--- src/hw/rtl/i2cmbs_pkg.sv ---
// Shared types, phase codes and constants of the I2C master bit sequencer.
`default_nettype none
package i2cmbs_pkg;

    localparam int PHASE_W = 5;
    localparam int CMD_W   = 3;
    localparam int CFG_W   = 16;

    // Command codes.
    localparam logic [CMD_W-1:0] CMD_INIT    = 3'd0;
    localparam logic [CMD_W-1:0] CMD_START   = 3'd1;
    localparam logic [CMD_W-1:0] CMD_STOP    = 3'd2;
    localparam logic [CMD_W-1:0] CMD_RESTART = 3'd3;
    localparam logic [CMD_W-1:0] CMD_SEND    = 3'd4;
    localparam logic [CMD_W-1:0] CMD_RECV    = 3'd5;

    // Configuration register indexes.
    localparam logic REG_UNIT_TICKS = 1'b0;
    localparam logic REG_INIT_UNITS = 1'b1;

    localparam logic [CFG_W-1:0] UNIT_TICKS_RST = 16'd3;
    localparam logic [CFG_W-1:0] INIT_UNITS_RST = 16'd334;

    // Wait lengths in delay units.
    localparam logic [CFG_W-1:0] UNITS_SHORT  = 16'd1;
    localparam logic [CFG_W-1:0] UNITS_MEDIUM = 16'd2;
    localparam logic [CFG_W-1:0] UNITS_LONG   = 16'd3;

    localparam logic [3:0] BITS_PER_BYTE = 4'd8;

    // Sequencer phases.
    localparam logic [PHASE_W-1:0] PH_IDLE  = 5'd0;
    localparam logic [PHASE_W-1:0] PH_INIT0 = 5'd1;
    localparam logic [PHASE_W-1:0] PH_INIT1 = 5'd2;
    localparam logic [PHASE_W-1:0] PH_ST0   = 5'd3;
    localparam logic [PHASE_W-1:0] PH_ST1   = 5'd4;
    localparam logic [PHASE_W-1:0] PH_ST2   = 5'd5;
    localparam logic [PHASE_W-1:0] PH_SP0   = 5'd6;
    localparam logic [PHASE_W-1:0] PH_SP1   = 5'd7;
    localparam logic [PHASE_W-1:0] PH_SP2   = 5'd8;
    localparam logic [PHASE_W-1:0] PH_RS0   = 5'd9;
    localparam logic [PHASE_W-1:0] PH_RS1   = 5'd10;
    localparam logic [PHASE_W-1:0] PH_RS2   = 5'd11;
    localparam logic [PHASE_W-1:0] PH_RS3   = 5'd12;
    localparam logic [PHASE_W-1:0] PH_TX0   = 5'd13;
    localparam logic [PHASE_W-1:0] PH_TX1   = 5'd14;
    localparam logic [PHASE_W-1:0] PH_TX2   = 5'd15;
    localparam logic [PHASE_W-1:0] PH_TX3   = 5'd16;
    localparam logic [PHASE_W-1:0] PH_TX4   = 5'd17;
    localparam logic [PHASE_W-1:0] PH_TX5   = 5'd18;
    localparam logic [PHASE_W-1:0] PH_TX6   = 5'd19;
    localparam logic [PHASE_W-1:0] PH_TX7   = 5'd20;
    localparam logic [PHASE_W-1:0] PH_RX0   = 5'd21;
    localparam logic [PHASE_W-1:0] PH_RX1   = 5'd22;
    localparam logic [PHASE_W-1:0] PH_RX2   = 5'd23;
    localparam logic [PHASE_W-1:0] PH_RX3   = 5'd24;
    localparam logic [PHASE_W-1:0] PH_RX4   = 5'd25;
    localparam logic [PHASE_W-1:0] PH_RX5   = 5'd26;
    localparam logic [PHASE_W-1:0] PH_RX6   = 5'd27;
    localparam logic [PHASE_W-1:0] PH_RX7   = 5'd28;
    localparam logic [PHASE_W-1:0] PH_RX8   = 5'd29;
    localparam logic [PHASE_W-1:0] PH_END   = 5'd30;

    typedef struct packed {
        logic             kind;
        logic [CMD_W-1:0] command;
        logic [7:0]       tx_byte;
        logic             send_nack;
        logic             sda_sample;
    } in_t;

    typedef struct packed {
        logic       scl_low;
        logic       sda_low;
        logic       busy_res;
        logic       done_res;
        logic [7:0] rx_data;
        logic       ack_level;
        logic       rejected;
    } out_t;

    // Input register contents handed to the sequencer core.
    typedef struct packed {
        logic valid;
        in_t  item;
    } stage_t;

    function automatic logic [PHASE_W-1:0] first_phase(input logic [CMD_W-1:0] cmd);
        logic [PHASE_W-1:0] ph;
        case (cmd)
            CMD_INIT:    ph = PH_INIT0;
            CMD_START:   ph = PH_ST0;
            CMD_STOP:    ph = PH_SP0;
            CMD_RESTART: ph = PH_RS0;
            CMD_SEND:    ph = PH_TX0;
            CMD_RECV:    ph = PH_RX0;
            default:     ph = PH_IDLE;
        endcase
        return ph;
    endfunction

endpackage
`default_nettype wire

--- src/hw/rtl/i2cmbs_in_stage.sv ---
// Input register stage of the I2C master bit sequencer.
`default_nettype none
module i2cmbs_in_stage (
    input  wire logic              aclk,
    input  wire logic              aresetn,
    input  wire logic              s_valid,
    output logic                   s_ready,
    input  wire i2cmbs_pkg::in_t   s_data,
    input  wire logic              advance,
    output i2cmbs_pkg::stage_t     stage
);

    logic            valid_reg;
    logic            valid_next;
    i2cmbs_pkg::in_t data_reg;

    // The register may refill in the same cycle that the core consumes it.
    assign s_ready = !valid_reg || advance;

    always_comb begin
        valid_next = valid_reg;
        if (s_valid && s_ready) begin
            valid_next = 1'b1;
        end else if (advance) begin
            valid_next = 1'b0;
        end
    end

    always_ff @(posedge aclk) begin
        if (!aresetn) begin
            valid_reg <= 1'b0;
        end else begin
            valid_reg <= valid_next;
        end
    end

    always_ff @(posedge aclk) begin
        if (s_valid && s_ready) begin
            data_reg <= s_data;
        end
    end

    assign stage.valid = valid_reg;
    assign stage.item  = data_reg;

endmodule
`default_nettype wire

--- src/hw/rtl/i2cmbs_core.sv ---
// Sequencer state, configuration registers, pin sequence logic and result register.
`default_nettype none
module i2cmbs_core (
    input  wire logic                        aclk,
    input  wire logic                        aresetn,
    input  wire logic                        cfg_we,
    input  wire logic                        cfg_index,
    input  wire logic [i2cmbs_pkg::CFG_W-1:0] cfg_wdata,
    input  wire i2cmbs_pkg::stage_t          stage,
    output logic                             advance,
    output logic                             m_valid,
    input  wire logic                        m_ready,
    output i2cmbs_pkg::out_t                 m_data
);

    localparam int CW = i2cmbs_pkg::CFG_W;
    localparam int PW = i2cmbs_pkg::PHASE_W;
    // Upper bound on the chain of phases run on one item without a wait between them.
    localparam int MAX_CHAIN = 4;
    localparam logic [CW-1:0] UNIT_ONE = 16'd1;

    logic [CW-1:0] unit_ticks_reg;
    logic [CW-1:0] init_units_reg;

    logic [PW-1:0] phase_reg,         phase_next;
    logic [CW-1:0] wait_count_reg,    wait_count_next;
    logic [CW-1:0] units_left_reg,    units_left_next;
    logic [3:0]    bit_index_reg,     bit_index_next;
    logic [7:0]    shifter_reg,       shifter_next;
    logic          last_sda_high_reg, last_sda_high_next;
    logic          nack_held_reg,     nack_held_next;
    logic          scl_drive_reg,     scl_drive_next;
    logic          sda_drive_reg,     sda_drive_next;
    logic [7:0]    received_reg,      received_next;
    logic          ack_sample_reg,    ack_sample_next;

    logic             m_valid_reg;
    i2cmbs_pkg::out_t m_data_reg;
    i2cmbs_pkg::out_t result;

    logic [CW-1:0] eff_unit;
    logic          run;
    logic          stop;
    logic          done;
    logic          rej;
    i2cmbs_pkg::in_t item;

    assign item     = stage.item;
    assign advance  = stage.valid && (!m_valid_reg || m_ready);
    assign eff_unit = (unit_ticks_reg == '0) ? UNIT_ONE : unit_ticks_reg;

    always_comb begin
        phase_next         = phase_reg;
        wait_count_next    = wait_count_reg;
        units_left_next    = units_left_reg;
        bit_index_next     = bit_index_reg;
        shifter_next       = shifter_reg;
        last_sda_high_next = last_sda_high_reg;
        nack_held_next     = nack_held_reg;
        scl_drive_next     = scl_drive_reg;
        sda_drive_next     = sda_drive_reg;
        received_next      = received_reg;
        ack_sample_next    = ack_sample_reg;
        run  = 1'b0;
        done = 1'b0;
        rej  = 1'b0;

        if (item.kind) begin
            if (phase_reg != i2cmbs_pkg::PH_IDLE || item.command > i2cmbs_pkg::CMD_RECV) begin
                rej = 1'b1;
            end else begin
                nack_held_next = item.send_nack;
                shifter_next   = item.tx_byte;
                phase_next     = i2cmbs_pkg::first_phase(item.command);
                run            = 1'b1;
            end
        end else if (phase_reg != i2cmbs_pkg::PH_IDLE) begin
            if (units_left_reg == '0) begin
                run = 1'b1;
            end else if (wait_count_reg > UNIT_ONE) begin
                wait_count_next = wait_count_reg - UNIT_ONE;
            end else if (units_left_reg > UNIT_ONE) begin
                units_left_next = units_left_reg - UNIT_ONE;
                wait_count_next = eff_unit;
            end else begin
                units_left_next = '0;
                wait_count_next = '0;
                run             = 1'b1;
            end
        end

        // Each pass runs one phase's actions; a started wait or the return to idle ends the chain.
        stop = !run;
        for (int i = 0; i < MAX_CHAIN; i++) begin
            if (!stop) begin
                case (phase_next)
                    i2cmbs_pkg::PH_INIT0: begin
                        scl_drive_next  = 1'b0;
                        phase_next      = i2cmbs_pkg::PH_INIT1;
                        units_left_next = i2cmbs_pkg::UNITS_MEDIUM;
                        wait_count_next = eff_unit;
                        stop            = 1'b1;
                    end
                    i2cmbs_pkg::PH_INIT1: begin
                        sda_drive_next     = 1'b0;
                        last_sda_high_next = 1'b1;
                        phase_next         = i2cmbs_pkg::PH_END;
                        if (init_units_reg != '0) begin
                            units_left_next = init_units_reg;
                            wait_count_next = eff_unit;
                            stop            = 1'b1;
                        end
                    end
                    i2cmbs_pkg::PH_ST0: begin
                        phase_next      = i2cmbs_pkg::PH_ST1;
                        units_left_next = i2cmbs_pkg::UNITS_SHORT;
                        wait_count_next = eff_unit;
                        stop            = 1'b1;
                    end
                    i2cmbs_pkg::PH_ST1: begin
                        scl_drive_next  = 1'b0;
                        phase_next      = i2cmbs_pkg::PH_ST2;
                        units_left_next = i2cmbs_pkg::UNITS_LONG;
                        wait_count_next = eff_unit;
                        stop            = 1'b1;
                    end
                    i2cmbs_pkg::PH_ST2: begin
                        sda_drive_next     = 1'b1;
                        last_sda_high_next = 1'b0;
                        phase_next         = i2cmbs_pkg::PH_END;
                        units_left_next    = i2cmbs_pkg::UNITS_MEDIUM;
                        wait_count_next    = eff_unit;
                        stop               = 1'b1;
                    end
                    i2cmbs_pkg::PH_SP0, i2cmbs_pkg::PH_RS0: begin
                        scl_drive_next  = 1'b0;
                        phase_next      = (phase_next == i2cmbs_pkg::PH_SP0) ?
                                          i2cmbs_pkg::PH_SP1 : i2cmbs_pkg::PH_RS1;
                        units_left_next = i2cmbs_pkg::UNITS_MEDIUM;
                        wait_count_next = eff_unit;
                        stop            = 1'b1;
                    end
                    i2cmbs_pkg::PH_SP1, i2cmbs_pkg::PH_RS1: begin
                        // Drive SDA to the opposite of the last level that was set.
                        sda_drive_next     = last_sda_high_next;
                        last_sda_high_next = !last_sda_high_next;
                        phase_next         = (phase_next == i2cmbs_pkg::PH_SP1) ?
                                             i2cmbs_pkg::PH_SP2 : i2cmbs_pkg::PH_RS2;
                        units_left_next    = i2cmbs_pkg::UNITS_SHORT;
                        wait_count_next    = eff_unit;
                        stop               = 1'b1;
                    end
                    i2cmbs_pkg::PH_SP2: begin
                        sda_drive_next     = 1'b0;
                        last_sda_high_next = 1'b1;
                        phase_next         = i2cmbs_pkg::PH_END;
                        units_left_next    = i2cmbs_pkg::UNITS_LONG;
                        wait_count_next    = eff_unit;
                        stop               = 1'b1;
                    end
                    i2cmbs_pkg::PH_RS2: begin
                        sda_drive_next     = 1'b0;
                        last_sda_high_next = 1'b1;
                        phase_next         = i2cmbs_pkg::PH_RS3;
                        units_left_next    = i2cmbs_pkg::UNITS_MEDIUM;
                        wait_count_next    = eff_unit;
                        stop               = 1'b1;
                    end
                    i2cmbs_pkg::PH_RS3: begin
                        sda_drive_next     = 1'b1;
                        last_sda_high_next = 1'b0;
                        phase_next         = i2cmbs_pkg::PH_END;
                    end
                    i2cmbs_pkg::PH_TX0: begin
                        scl_drive_next  = 1'b1;
                        bit_index_next  = '0;
                        phase_next      = i2cmbs_pkg::PH_TX1;
                        units_left_next = i2cmbs_pkg::UNITS_MEDIUM;
                        wait_count_next = eff_unit;
                        stop            = 1'b1;
                    end
                    i2cmbs_pkg::PH_TX1: begin
                        if (bit_index_next < i2cmbs_pkg::BITS_PER_BYTE) begin
                            sda_drive_next     = !shifter_next[7];
                            last_sda_high_next = shifter_next[7];
                            phase_next         = i2cmbs_pkg::PH_TX2;
                            units_left_next    = i2cmbs_pkg::UNITS_SHORT;
                            wait_count_next    = eff_unit;
                            stop               = 1'b1;
                        end else begin
                            phase_next = i2cmbs_pkg::PH_TX4;
                        end
                    end
                    i2cmbs_pkg::PH_TX2: begin
                        scl_drive_next  = 1'b0;
                        shifter_next    = {shifter_next[6:0], 1'b0};
                        phase_next      = i2cmbs_pkg::PH_TX3;
                        units_left_next = i2cmbs_pkg::UNITS_MEDIUM;
                        wait_count_next = eff_unit;
                        stop            = 1'b1;
                    end
                    i2cmbs_pkg::PH_TX3: begin
                        scl_drive_next  = 1'b1;
                        bit_index_next  = bit_index_next + 4'd1;
                        phase_next      = i2cmbs_pkg::PH_TX1;
                        units_left_next = i2cmbs_pkg::UNITS_SHORT;
                        wait_count_next = eff_unit;
                        stop            = 1'b1;
                    end
                    i2cmbs_pkg::PH_TX4: begin
                        sda_drive_next  = 1'b0;
                        phase_next      = i2cmbs_pkg::PH_TX5;
                        units_left_next = i2cmbs_pkg::UNITS_SHORT;
                        wait_count_next = eff_unit;
                        stop            = 1'b1;
                    end
                    i2cmbs_pkg::PH_TX5: begin
                        scl_drive_next  = 1'b0;
                        phase_next      = i2cmbs_pkg::PH_TX6;
                        units_left_next = i2cmbs_pkg::UNITS_SHORT;
                        wait_count_next = eff_unit;
                        stop            = 1'b1;
                    end
                    i2cmbs_pkg::PH_TX6: begin
                        ack_sample_next = item.sda_sample;
                        phase_next      = i2cmbs_pkg::PH_TX7;
                        units_left_next = i2cmbs_pkg::UNITS_SHORT;
                        wait_count_next = eff_unit;
                        stop            = 1'b1;
                    end
                    i2cmbs_pkg::PH_TX7: begin
                        scl_drive_next  = 1'b1;
                        phase_next      = i2cmbs_pkg::PH_END;
                        units_left_next = i2cmbs_pkg::UNITS_LONG;
                        wait_count_next = eff_unit;
                        stop            = 1'b1;
                    end
                    i2cmbs_pkg::PH_RX0: begin
                        sda_drive_next = 1'b0;
                        bit_index_next = '0;
                        shifter_next   = '0;
                        phase_next     = i2cmbs_pkg::PH_RX1;
                    end
                    i2cmbs_pkg::PH_RX1: begin
                        if (bit_index_next < i2cmbs_pkg::BITS_PER_BYTE) begin
                            shifter_next    = {shifter_next[6:0], 1'b0};
                            phase_next      = i2cmbs_pkg::PH_RX2;
                            units_left_next = i2cmbs_pkg::UNITS_SHORT;
                            wait_count_next = eff_unit;
                            stop            = 1'b1;
                        end else begin
                            phase_next = i2cmbs_pkg::PH_RX5;
                        end
                    end
                    i2cmbs_pkg::PH_RX2: begin
                        scl_drive_next  = 1'b0;
                        phase_next      = i2cmbs_pkg::PH_RX3;
                        units_left_next = i2cmbs_pkg::UNITS_SHORT;
                        wait_count_next = eff_unit;
                        stop            = 1'b1;
                    end
                    i2cmbs_pkg::PH_RX3: begin
                        shifter_next[0] = shifter_next[0] | item.sda_sample;
                        phase_next      = i2cmbs_pkg::PH_RX4;
                        units_left_next = i2cmbs_pkg::UNITS_SHORT;
                        wait_count_next = eff_unit;
                        stop            = 1'b1;
                    end
                    i2cmbs_pkg::PH_RX4: begin
                        scl_drive_next  = 1'b1;
                        bit_index_next  = bit_index_next + 4'd1;
                        phase_next      = i2cmbs_pkg::PH_RX1;
                        units_left_next = i2cmbs_pkg::UNITS_SHORT;
                        wait_count_next = eff_unit;
                        stop            = 1'b1;
                    end
                    i2cmbs_pkg::PH_RX5: begin
                        received_next      = shifter_next;
                        sda_drive_next     = !nack_held_next;
                        last_sda_high_next = nack_held_next;
                        phase_next         = i2cmbs_pkg::PH_RX6;
                        units_left_next    = i2cmbs_pkg::UNITS_SHORT;
                        wait_count_next    = eff_unit;
                        stop               = 1'b1;
                    end
                    i2cmbs_pkg::PH_RX6: begin
                        scl_drive_next  = 1'b0;
                        phase_next      = i2cmbs_pkg::PH_RX7;
                        units_left_next = i2cmbs_pkg::UNITS_MEDIUM;
                        wait_count_next = eff_unit;
                        stop            = 1'b1;
                    end
                    i2cmbs_pkg::PH_RX7: begin
                        scl_drive_next  = 1'b1;
                        phase_next      = i2cmbs_pkg::PH_RX8;
                        units_left_next = i2cmbs_pkg::UNITS_LONG;
                        wait_count_next = eff_unit;
                        stop            = 1'b1;
                    end
                    i2cmbs_pkg::PH_RX8: begin
                        sda_drive_next = 1'b0;
                        phase_next     = i2cmbs_pkg::PH_END;
                    end
                    default: begin
                        phase_next      = i2cmbs_pkg::PH_IDLE;
                        units_left_next = '0;
                        wait_count_next = '0;
                        done            = 1'b1;
                        stop            = 1'b1;
                    end
                endcase
            end
        end
    end

    always_comb begin
        result.scl_low   = scl_drive_next;
        result.sda_low   = sda_drive_next;
        result.busy_res  = (phase_next != i2cmbs_pkg::PH_IDLE);
        result.done_res  = done;
        result.rx_data   = received_next;
        result.ack_level = ack_sample_next;
        result.rejected  = rej;
    end

    always_ff @(posedge aclk) begin
        if (!aresetn) begin
            unit_ticks_reg <= i2cmbs_pkg::UNIT_TICKS_RST;
            init_units_reg <= i2cmbs_pkg::INIT_UNITS_RST;
        end else if (cfg_we) begin
            if (cfg_index == i2cmbs_pkg::REG_UNIT_TICKS) begin
                unit_ticks_reg <= cfg_wdata;
            end else if (cfg_index == i2cmbs_pkg::REG_INIT_UNITS) begin
                init_units_reg <= cfg_wdata;
            end
        end
    end

    always_ff @(posedge aclk) begin
        if (!aresetn) begin
            phase_reg         <= i2cmbs_pkg::PH_IDLE;
            wait_count_reg    <= '0;
            units_left_reg    <= '0;
            bit_index_reg     <= '0;
            shifter_reg       <= '0;
            last_sda_high_reg <= 1'b1;
            nack_held_reg     <= 1'b0;
            scl_drive_reg     <= 1'b0;
            sda_drive_reg     <= 1'b0;
            received_reg      <= '0;
            ack_sample_reg    <= 1'b1;
        end else if (advance) begin
            phase_reg         <= phase_next;
            wait_count_reg    <= wait_count_next;
            units_left_reg    <= units_left_next;
            bit_index_reg     <= bit_index_next;
            shifter_reg       <= shifter_next;
            last_sda_high_reg <= last_sda_high_next;
            nack_held_reg     <= nack_held_next;
            scl_drive_reg     <= scl_drive_next;
            sda_drive_reg     <= sda_drive_next;
            received_reg      <= received_next;
            ack_sample_reg    <= ack_sample_next;
        end
    end

    always_ff @(posedge aclk) begin
        if (!aresetn) begin
            m_valid_reg <= 1'b0;
        end else if (advance) begin
            m_valid_reg <= 1'b1;
        end else if (m_ready) begin
            m_valid_reg <= 1'b0;
        end
    end

    always_ff @(posedge aclk) begin
        if (advance) begin
            m_data_reg <= result;
        end
    end

    assign m_valid = m_valid_reg;
    assign m_data  = m_data_reg;

    // A sequence in progress always has a wait under way.
    a_wait_when_busy: assert property (@(posedge aclk) disable iff (!aresetn)
        (phase_reg != i2cmbs_pkg::PH_IDLE) |-> (units_left_reg != '0 && wait_count_reg != '0))
        else $error("busy sequencer without a running wait");

    a_idle_clear: assert property (@(posedge aclk) disable iff (!aresetn)
        (phase_reg == i2cmbs_pkg::PH_IDLE) |-> (units_left_reg == '0 && wait_count_reg == '0))
        else $error("idle sequencer with wait counters left over");

    a_busy_matches: assert property (@(posedge aclk) disable iff (!aresetn)
        advance |=> (m_valid_reg && m_data_reg.busy_res == (phase_reg != i2cmbs_pkg::PH_IDLE)))
        else $error("busy flag disagrees with the sequencer phase");

    a_reject_busy: assert property (@(posedge aclk) disable iff (!aresetn)
        (advance && item.kind && phase_reg != i2cmbs_pkg::PH_IDLE) |=>
        (m_data_reg.rejected && $stable(phase_reg)))
        else $error("command while busy was not rejected");

    a_done_idle: assert property (@(posedge aclk) disable iff (!aresetn)
        (m_valid_reg && m_data_reg.done_res) |-> (!m_data_reg.busy_res && !m_data_reg.rejected))
        else $error("done reported with busy or rejected");

endmodule
`default_nettype wire

--- src/hw/rtl/i2c_master_bit_sequencer_top.sv ---
// Top level of the I2C master bit sequencer.
//
// Each request on the s_ channel is either one time tick or one command
// (init, start, stop, restart, send byte, receive byte). For every request
// exactly one result leaves on the m_ channel: the SCL and SDA drive levels,
// busy and done flags, the last received byte, the last ACK sample and a
// rejected flag for a command that arrived while a sequence was running or had an unknown code.
// Waits are counted in ticks: one delay unit is unit_ticks ticks, or one tick if unit_ticks is 0.
// A request is registered in the input register when it is accepted, and its
// result is registered in the result register when the core consumes it; m_valid
// then rises. One request per cycle is sustained while m_ready is high; each
// request's update is combinational phase and counter logic between those registers.
// When the receiver stalls, the result register holds and the input register
// still takes one more request, after which s_ready falls until m_ready.
// Synchronous active-low reset idles the sequencer, releases both lines and
// loads unit_ticks = 3 and init_units = 334. Configuration is written through
// cfg_we, cfg_index and cfg_wdata; the user must write only while no request is
// in flight (not enforced by the block); a write during a wait affects later units.
`default_nettype none
module i2c_master_bit_sequencer_top (
    input  wire logic                        aclk,
    input  wire logic                        aresetn,
    input  wire logic                        cfg_we,
    input  wire logic                        cfg_index,
    input  wire logic [i2cmbs_pkg::CFG_W-1:0] cfg_wdata,
    input  wire logic                        s_valid,
    output logic                             s_ready,
    input  wire i2cmbs_pkg::in_t             s_data,
    output logic                             m_valid,
    input  wire logic                        m_ready,
    output i2cmbs_pkg::out_t                 m_data
);

    i2cmbs_pkg::stage_t stage;
    logic               advance;

    i2cmbs_in_stage u_in_stage (
        .aclk    (aclk),
        .aresetn (aresetn),
        .s_valid (s_valid),
        .s_ready (s_ready),
        .s_data  (s_data),
        .advance (advance),
        .stage   (stage)
    );

    i2cmbs_core u_core (
        .aclk      (aclk),
        .aresetn   (aresetn),
        .cfg_we    (cfg_we),
        .cfg_index (cfg_index),
        .cfg_wdata (cfg_wdata),
        .stage     (stage),
        .advance   (advance),
        .m_valid   (m_valid),
        .m_ready   (m_ready),
        .m_data    (m_data)
    );

endmodule
`default_nettype wire
--- config.mk ---
export PLATFORM = sky130hd
export DESIGN_NAME = i2c_master_bit_sequencer_top
export DESIGN_NICKNAME = d
export VERILOG_FILES = /design/src/hw/rtl/i2cmbs_pkg.sv /design/src/hw/rtl/i2cmbs_in_stage.sv /design/src/hw/rtl/i2cmbs_core.sv /design/src/hw/rtl/i2c_master_bit_sequencer_top.sv
export SDC_FILE = /design/constraint.sdc
export NUM_CORES = 1
export LEC_CHECK = 0
export BUFFER_PORTS_ARGS = -buffer_cell sky130_fd_sc_hd__buf_4
export CORE_MARGIN = 5
export CORE_UTILIZATION = 40
export DETAILED_ROUTE_END_ITERATION = 6
export PLACE_DENSITY = 0.66
export SKIP_LAST_GASP = 1
export SLEW_MARGIN = 20
export SYNTH_ARGS = -nofsm -noshare
export SYNTH_HDL_FRONTEND = slang
export SYNTH_HIERARCHICAL = 1
export SYNTH_SLANG_ARGS = --single-unit
--- constraint.sdc ---
create_clock -name aclk -period 7.55 [get_ports aclk]
set_clock_uncertainty 0.1 [all_clocks]
set_input_delay 0.3775 -clock aclk [delete_from_list [all_inputs] [get_ports aclk]]
set_output_delay 0.3775 -clock aclk [all_outputs]
set_load 0.005 [all_outputs]
## After elaboration in Yosys (flattened, before gate mapping)

Index checks and enable logic that the tools add are counted.

- Register bits: 124
- Input port bits: 36
- Output and inout port bits: 16
- Word-level logic and storage cells: 449

- Add/subtract/negate cells: 6
- $lt $le $gt $ge: 7
- Eq/ne operators: 121
- Muxes and demuxes: 176
- Bitwise logic cells: 5
- Reduce and logical (&&, ||, !) cells: 107

Operators with widths:

| kind | count |
|---|---|
| $mux 16 | 35 |
| $pmux 5 s20 | 4 |
| $pmux 16 s6 | 4 |
| $eq 5x5->1 const B | 56 |
| $pmux 16 s4 | 4 |
| $eq 5x4->1 const B | 32 |
| $mux 8 | 18 |
| $reduce_or 29->1 | 4 |
| $reduce_or 23->1 | 4 |
| $pmux 7 s3 | 4 |
| $eq 5x3->1 const B | 16 |
| $reduce_or 2->1 | 36 |
| $reduce_or 8->1 | 8 |
| $mux 1 | 57 |
| $mux 5 | 10 |
| $mux 4 | 12 |
| $reduce_or 6->1 | 8 |
| $reduce_or 11->1 | 4 |
| $eq 5x2->1 const B | 8 |
| $pmux 1 s5 | 8 |
| $gt 16x1->1 const B | 2 |
| $logic_not 16->1 | 2 |
| $pmux 4 s2 | 4 |
| $sub 16x1->16 const B | 2 |
| other kinds (24) | 80 |

## Longest topological paths before layout

- Word-level depth: 21
- Gate-level depth with buffers: 16

## Cells and area by module

The synthesis kept the hierarchy.

By module, submodules not included:

| module | times used | cells an instance | area an instance (um^2) |
|---|---|---|---|
| i2cmbs_core | 1 | 1103 | 8124.0 |
| i2cmbs_in_stage | 1 | 20 | 485.5 |

## Least setup slack after synthesis

Ideal clock, no wire load.

- Path type: reg2reg
- Start: register u_core.phase_reg[4]
- End: register u_core.received_reg[7]
- Arrival: 3384 ps
- Data required time: 7335 ps
- Slack: 3951 ps
- Stages on the path, launching flop included: 17
- Buffers on the path: 5
- Clock period less this slack: 3599 ps
- Cell sequence: dfxtp_1 > buf_6 > or4_1 > buf_4 > o31a_1 > nor2_2 > buf_4 > o21ai_0 > and4_1 > a32oi_1 > buf_2 > nor2_1 > a211oi_1 > a31o_1 > buf_6 > mux2_4 > o21ba_1

- Cells in the longest elaborated chain, start to end: 19
- Elaborated cells between the ends (all ways): 173
- Classes of those cells: add/sub: 1; order compare: 2; eq/ne: 88; mux: 54; reduce/logical: 28

RTL lines:

| what | line | source |
|---|---|---|
| from (decl) | i2cmbs_core.sv:25 | `logic [PW-1:0] phase_reg, phase_next;` |
| from (signal assigned) | i2cmbs_core.sv:341 | `phase_reg <= i2cmbs_pkg::PH_IDLE;` |
| from (signal assigned) | i2cmbs_core.sv:353 | `phase_reg <= phase_next;` |
| $reduce_bool 5->1 | i2cmbs_core.sv:69, i2cmbs_core.sv:77 |  |
| $logic_or 1x1->1 | i2cmbs_core.sv:69 | `if (phase_reg != i2cmbs_pkg::PH_IDLE \|\| item.command > i2cmbs_pkg::CMD_RECV) begin` |
| $mux 5 | i2cmbs_core.sv:69 |  |
| $mux 5 | i2cmbs_core.sv:68 | `if (item.kind) begin` |
| $eq 5x3->1, or another cell as far along | i2cmbs_core.sv:96 | `case (phase_next)` |
| $reduce_or 6->1 (no source line), or another cell as far along | -- |  |
| $pmux 5 s20 or $pmux 4 s2 (tied branches) | i2cmbs_core.sv:96 |  |
| $mux 5 or $mux 4 (tied branches) | i2cmbs_core.sv:95 | `if (!stop) begin` |
| (+4 left out) | -- |  |
| $eq 5x3->1, or another cell as far along | i2cmbs_core.sv:96 |  |
| $reduce_or 6->1 (no source line), or another cell as far along | -- |  |
| $pmux 5 s20 | i2cmbs_core.sv:96 |  |
| $mux 5 | i2cmbs_core.sv:95 |  |
| $eq 5x5->1 | i2cmbs_core.sv:96 |  |
| $mux 8 | i2cmbs_core.sv:96 |  |
| $mux 8 * | i2cmbs_core.sv:95 |  |
| net u_core.received_next[7] | i2cmbs_core.sv:34 | `logic [7:0] received_reg, received_next;` |
| to (signal assigned) | i2cmbs_core.sv:362 | `received_reg <= received_next;` |
| to (decl) | i2cmbs_core.sv:34 |  |

Mark *: on every way through the listed nets, which the timed path passes. The rest lies on a longest branch.
A chain may end at the register's enable or synchronous reset.

## Worst setup path after layout

- Start: register u_core.phase_reg[1]
- End: register u_core.received_reg[7]

Same word-level chain as after synthesis.

==> impl_metrics.yaml <==
synthesis:
  synth-seq-cells: 124
  synth_common_cells: "nand2_1 (164), a21oi_1 (109), nor2_1 (109)"
  synth_largest_area_cell: "dfxtp_1"
  syn_area_mm2: 0.008610
  synthTopCellsByArea: "dfxtp_1 (22%), edfxtp_1 (9.8%), nand2_1 (7.2%)"
  synth_cell_types: 103
  ys_seq_area_share_pct: 32.09
  yosysMostFrequentCell: "nand2_1"
  async_flop_share_pct: 0
  synthCells: 1123
  synth_top_area_share_pct: 22.32
  synthFlopType: "dfxtp_1"
  synth_nets: 1164
  syn_area_per_cell_um2: 7.667
  synth_edf_count: 28
  yosysWarnings: 6
worst_setup_path:
  worstReg2RegEnd: "u_core/received_reg[7]"
  worstPathRequired_ps: 7770
  end_kind: "register"
  r2r_slack_ps: 2510
  worstPathArrival_ps: 5260
  slowest_delay_ps: 830
  r2r_cells: 11
  r2r-start: "u_core/phase_reg[1]"
  worstSetupPathType: "register to register"
  worstPathCellList: "inv_1 > a21oi_1 > nand2_1 > o21ai_4 > nand4_2 > o31ai_2 > nor3_1 > a211oi_1 > a31o_1 > mux2_4 > o21ba_1"
  cp-start-kind: "register"
  critPathBufInv: 1
  path_delay_family: "compound AO/OA/AOI/OAI gates"
  slowest_stage: "o31ai_2"
  cp_max_fo: 23
power:
  combPwrFrac_pct: 41.1
  p_clk_share_pct: 29.8
  intPower_w: 0.001591
  total_power_w: 0.002713
  swShare_pct: 41.35
  ir_drop_v: 0.0001970
  power_density_mw_per_mm2: 281.1
  total_leakage_power_nw: 3.435
  p_switching_w: 0.001122
  seq_power_share_pct: 29.1
sta:
  finalSetupTns_ps: 0
  maxSlewViolCount: 0
  rsz0062_at_grt: "no"
  maxSlewHeadroom_pct: 28.87
  min_period_ps: 5041
  period_share_pct: 66.77
  worst_pin_slew_ps: 1065
  fmax_mhz: 198.4
  hold_violations: 0
  final-setup-viol-count: 0
cts:
  insertion_delay_ps: 430
  numCtsBuffers: 17
  cts_root_buffer: "clkbuf_16"
  clkSinkCount: 124
  clk_path_buf_depth: 2
  cts_tree: "done"
  holdBufCountCts: 0
  ctsResizeCount: 0
  post_cts.repair.setup_buffers: 0
  clkTransAtPathRegs_ps: 60
  cts_max_level: 4
floorplanning:
  fp.dieW_um: 156.7
  initial_utilization_pct: 40.83
  fp.dieH_um: 156.7
  ios: 52
  die-area_mm2: 0.02456
  std_cell_rows: 53
  core_mm2: 0.02109
detailed_routing:
  vias: 8866
  drt-pass1-iter-count: 6
  first_iter_violations: 836
  via_per_inst: 6.279
  drtAntennaViolNets: 0
  wl_per_cell_um: 19.80
  wl_um: 27960
  drc: 0
status:
  status: "finished clean"
global_route:
  track_usage_pct: 22.74
  antenna_found_initial: 0
  grt_pass1_vias: 7983
  grt_max_degree: 72
  grt_overflow: 0
  grt_pass1_wl_um: 44580
min_path:
  hp-class: "primary input to register"
  holdPathStages: 1
  hold_start: "s_data[6]"
  min_to: "u_in_stage/stage[6]"
cells_and_area:
  fin_cells: 1412
  nets: 1165
  antenna_cells: 0
  drive_gt1_share_pct: 13.02
  fin_util_pct: 45.77
  syn_to_final_growth_pct: 12.11
placed_design:
  gp_congestion: 0.9675
  dp_hpwl_um: 19530
  dp_cells: 1380
  port_buffers: 51
flow_run:
  max-cap-violations: 0
## layout by cell type, fill, tap and decap left out, types with 10 or more instances in the layout
cell | Yosys | routed
nand2_1 | 164 | 163
a21oi_1 | 109 | 108
nor2_1 | 109 | 108
dfxtp_1 | 96 | 96
o21ai_0 | 83 | 83
buf_4 | 5 | 64
nand3_1 | 34 | 34
nor3_1 | 33 | 33
a211oi_1 | 33 | 33
edfxtp_1 | 28 | 28
inv_1 | 25 | 23
mux2i_1 | 21 | 21
nor4_1 | 20 | 20
clkbuf_16 | 0 | 18
nand2b_1 | 14 | 14
o22ai_1 | 14 | 14
a22oi_1 | 14 | 14
a31oi_1 | 12 | 12
nand4_1 | 10 | 10
o21ai_1 | 10 | 10
## metrics by stage
| stage | setup WS (ps) | cell area [um2] | hold slack, ps |
|---|---|---|---|
| floorplan | 3951 | 8610 | 335.1 |
| detailed placement | 2692 | 9061 | 354.7 |
| global route | 2329 | 9652 | 3.888 |
| finish | 2509 | 9652 | 22.38 |
| CTS | 2671 | 9649 | 4.925 |
| global placement | 2776 | 9061 | 345.6 |
## worst register-to-register path, delay by kind of cell, from the launching register on
kind / cells / cell delay, ps
buffers and inverters: 1 / 210
DFF: 1 / 720
AOI/OAI and AO/OA: 6 / 2970
muxes: 1 / 360
and+or+nand+nor: 3 / 570
## area by class of cell
cell class | instances | area [um2]
clock buffer | 20 | 478.0
clock inverter | 12 | 110.1
fill | 2096 | 11440
inverter | 25 | 93.84
multi-input combinational | 892 | 5383
sequential | 124 | 2763
tap | 275 | 344.1
timing repair buffer | 64 | 480.5
## power by group through the flow
stage	combinational, W	clock (W)	sequential (W)
2_1_floorplan	0.000842	0	0.000773
3_3_place_gp	0.00108	0	0.000800
3_5_place_dp	0.00108	0	0.000802
4_1_cts	0.00109	0.000827	0.000788
5_1_grt	0.00120	0.000860	0.000795
6_report	0.00112	0.000808	0.000789
## worst max path at each step
stage	startpoint	slack, ps	endpoint	depth (start not counted)
after floorplan	u_core/phase_reg[4]	3950	u_core/received_reg[7]	16
after global placement	u_core/phase_reg[1]	2780	u_core/received_reg[7]	12
after detailed placement	u_core/phase_reg[1]	2690	u_core/received_reg[7]	11
after CTS	u_core/phase_reg[1]	2670	u_core/received_reg[7]	11
after global routing	u_core/phase_reg[1]	2330	u_core/received_reg[7]	11
final	u_core/phase_reg[1]	2510	u_core/received_reg[7]	11
## routing by layer
metal / vias up / global-route usage [%] / share of wire, %
met2: 410 / 34.98 / 46
met4: 0 / 7.934 / 2.5
met3: 55 / 3.816 / 7.4
met1: 4213 / 32.28 / 44
li1: 4188 / - / -
met5: - / 0 / 0
## logic make-up (layout without fill, tap and decap cells)
logic type | after synthesis | after routing | synth area share, %
flops | 124 | 124 | 32.09
fa+ha+maj | 5 | 5 | 0.7266
mux | 23 | 23 | 2.747
simple gates | 447 | 447 | 24.92
xor+xnor | 14 | 14 | 1.424
buf+inv | 107 | 121 | 5.493
compound gates | 403 | 403 | 32.60
Note: power is estimated with default switching activity, not from simulation.
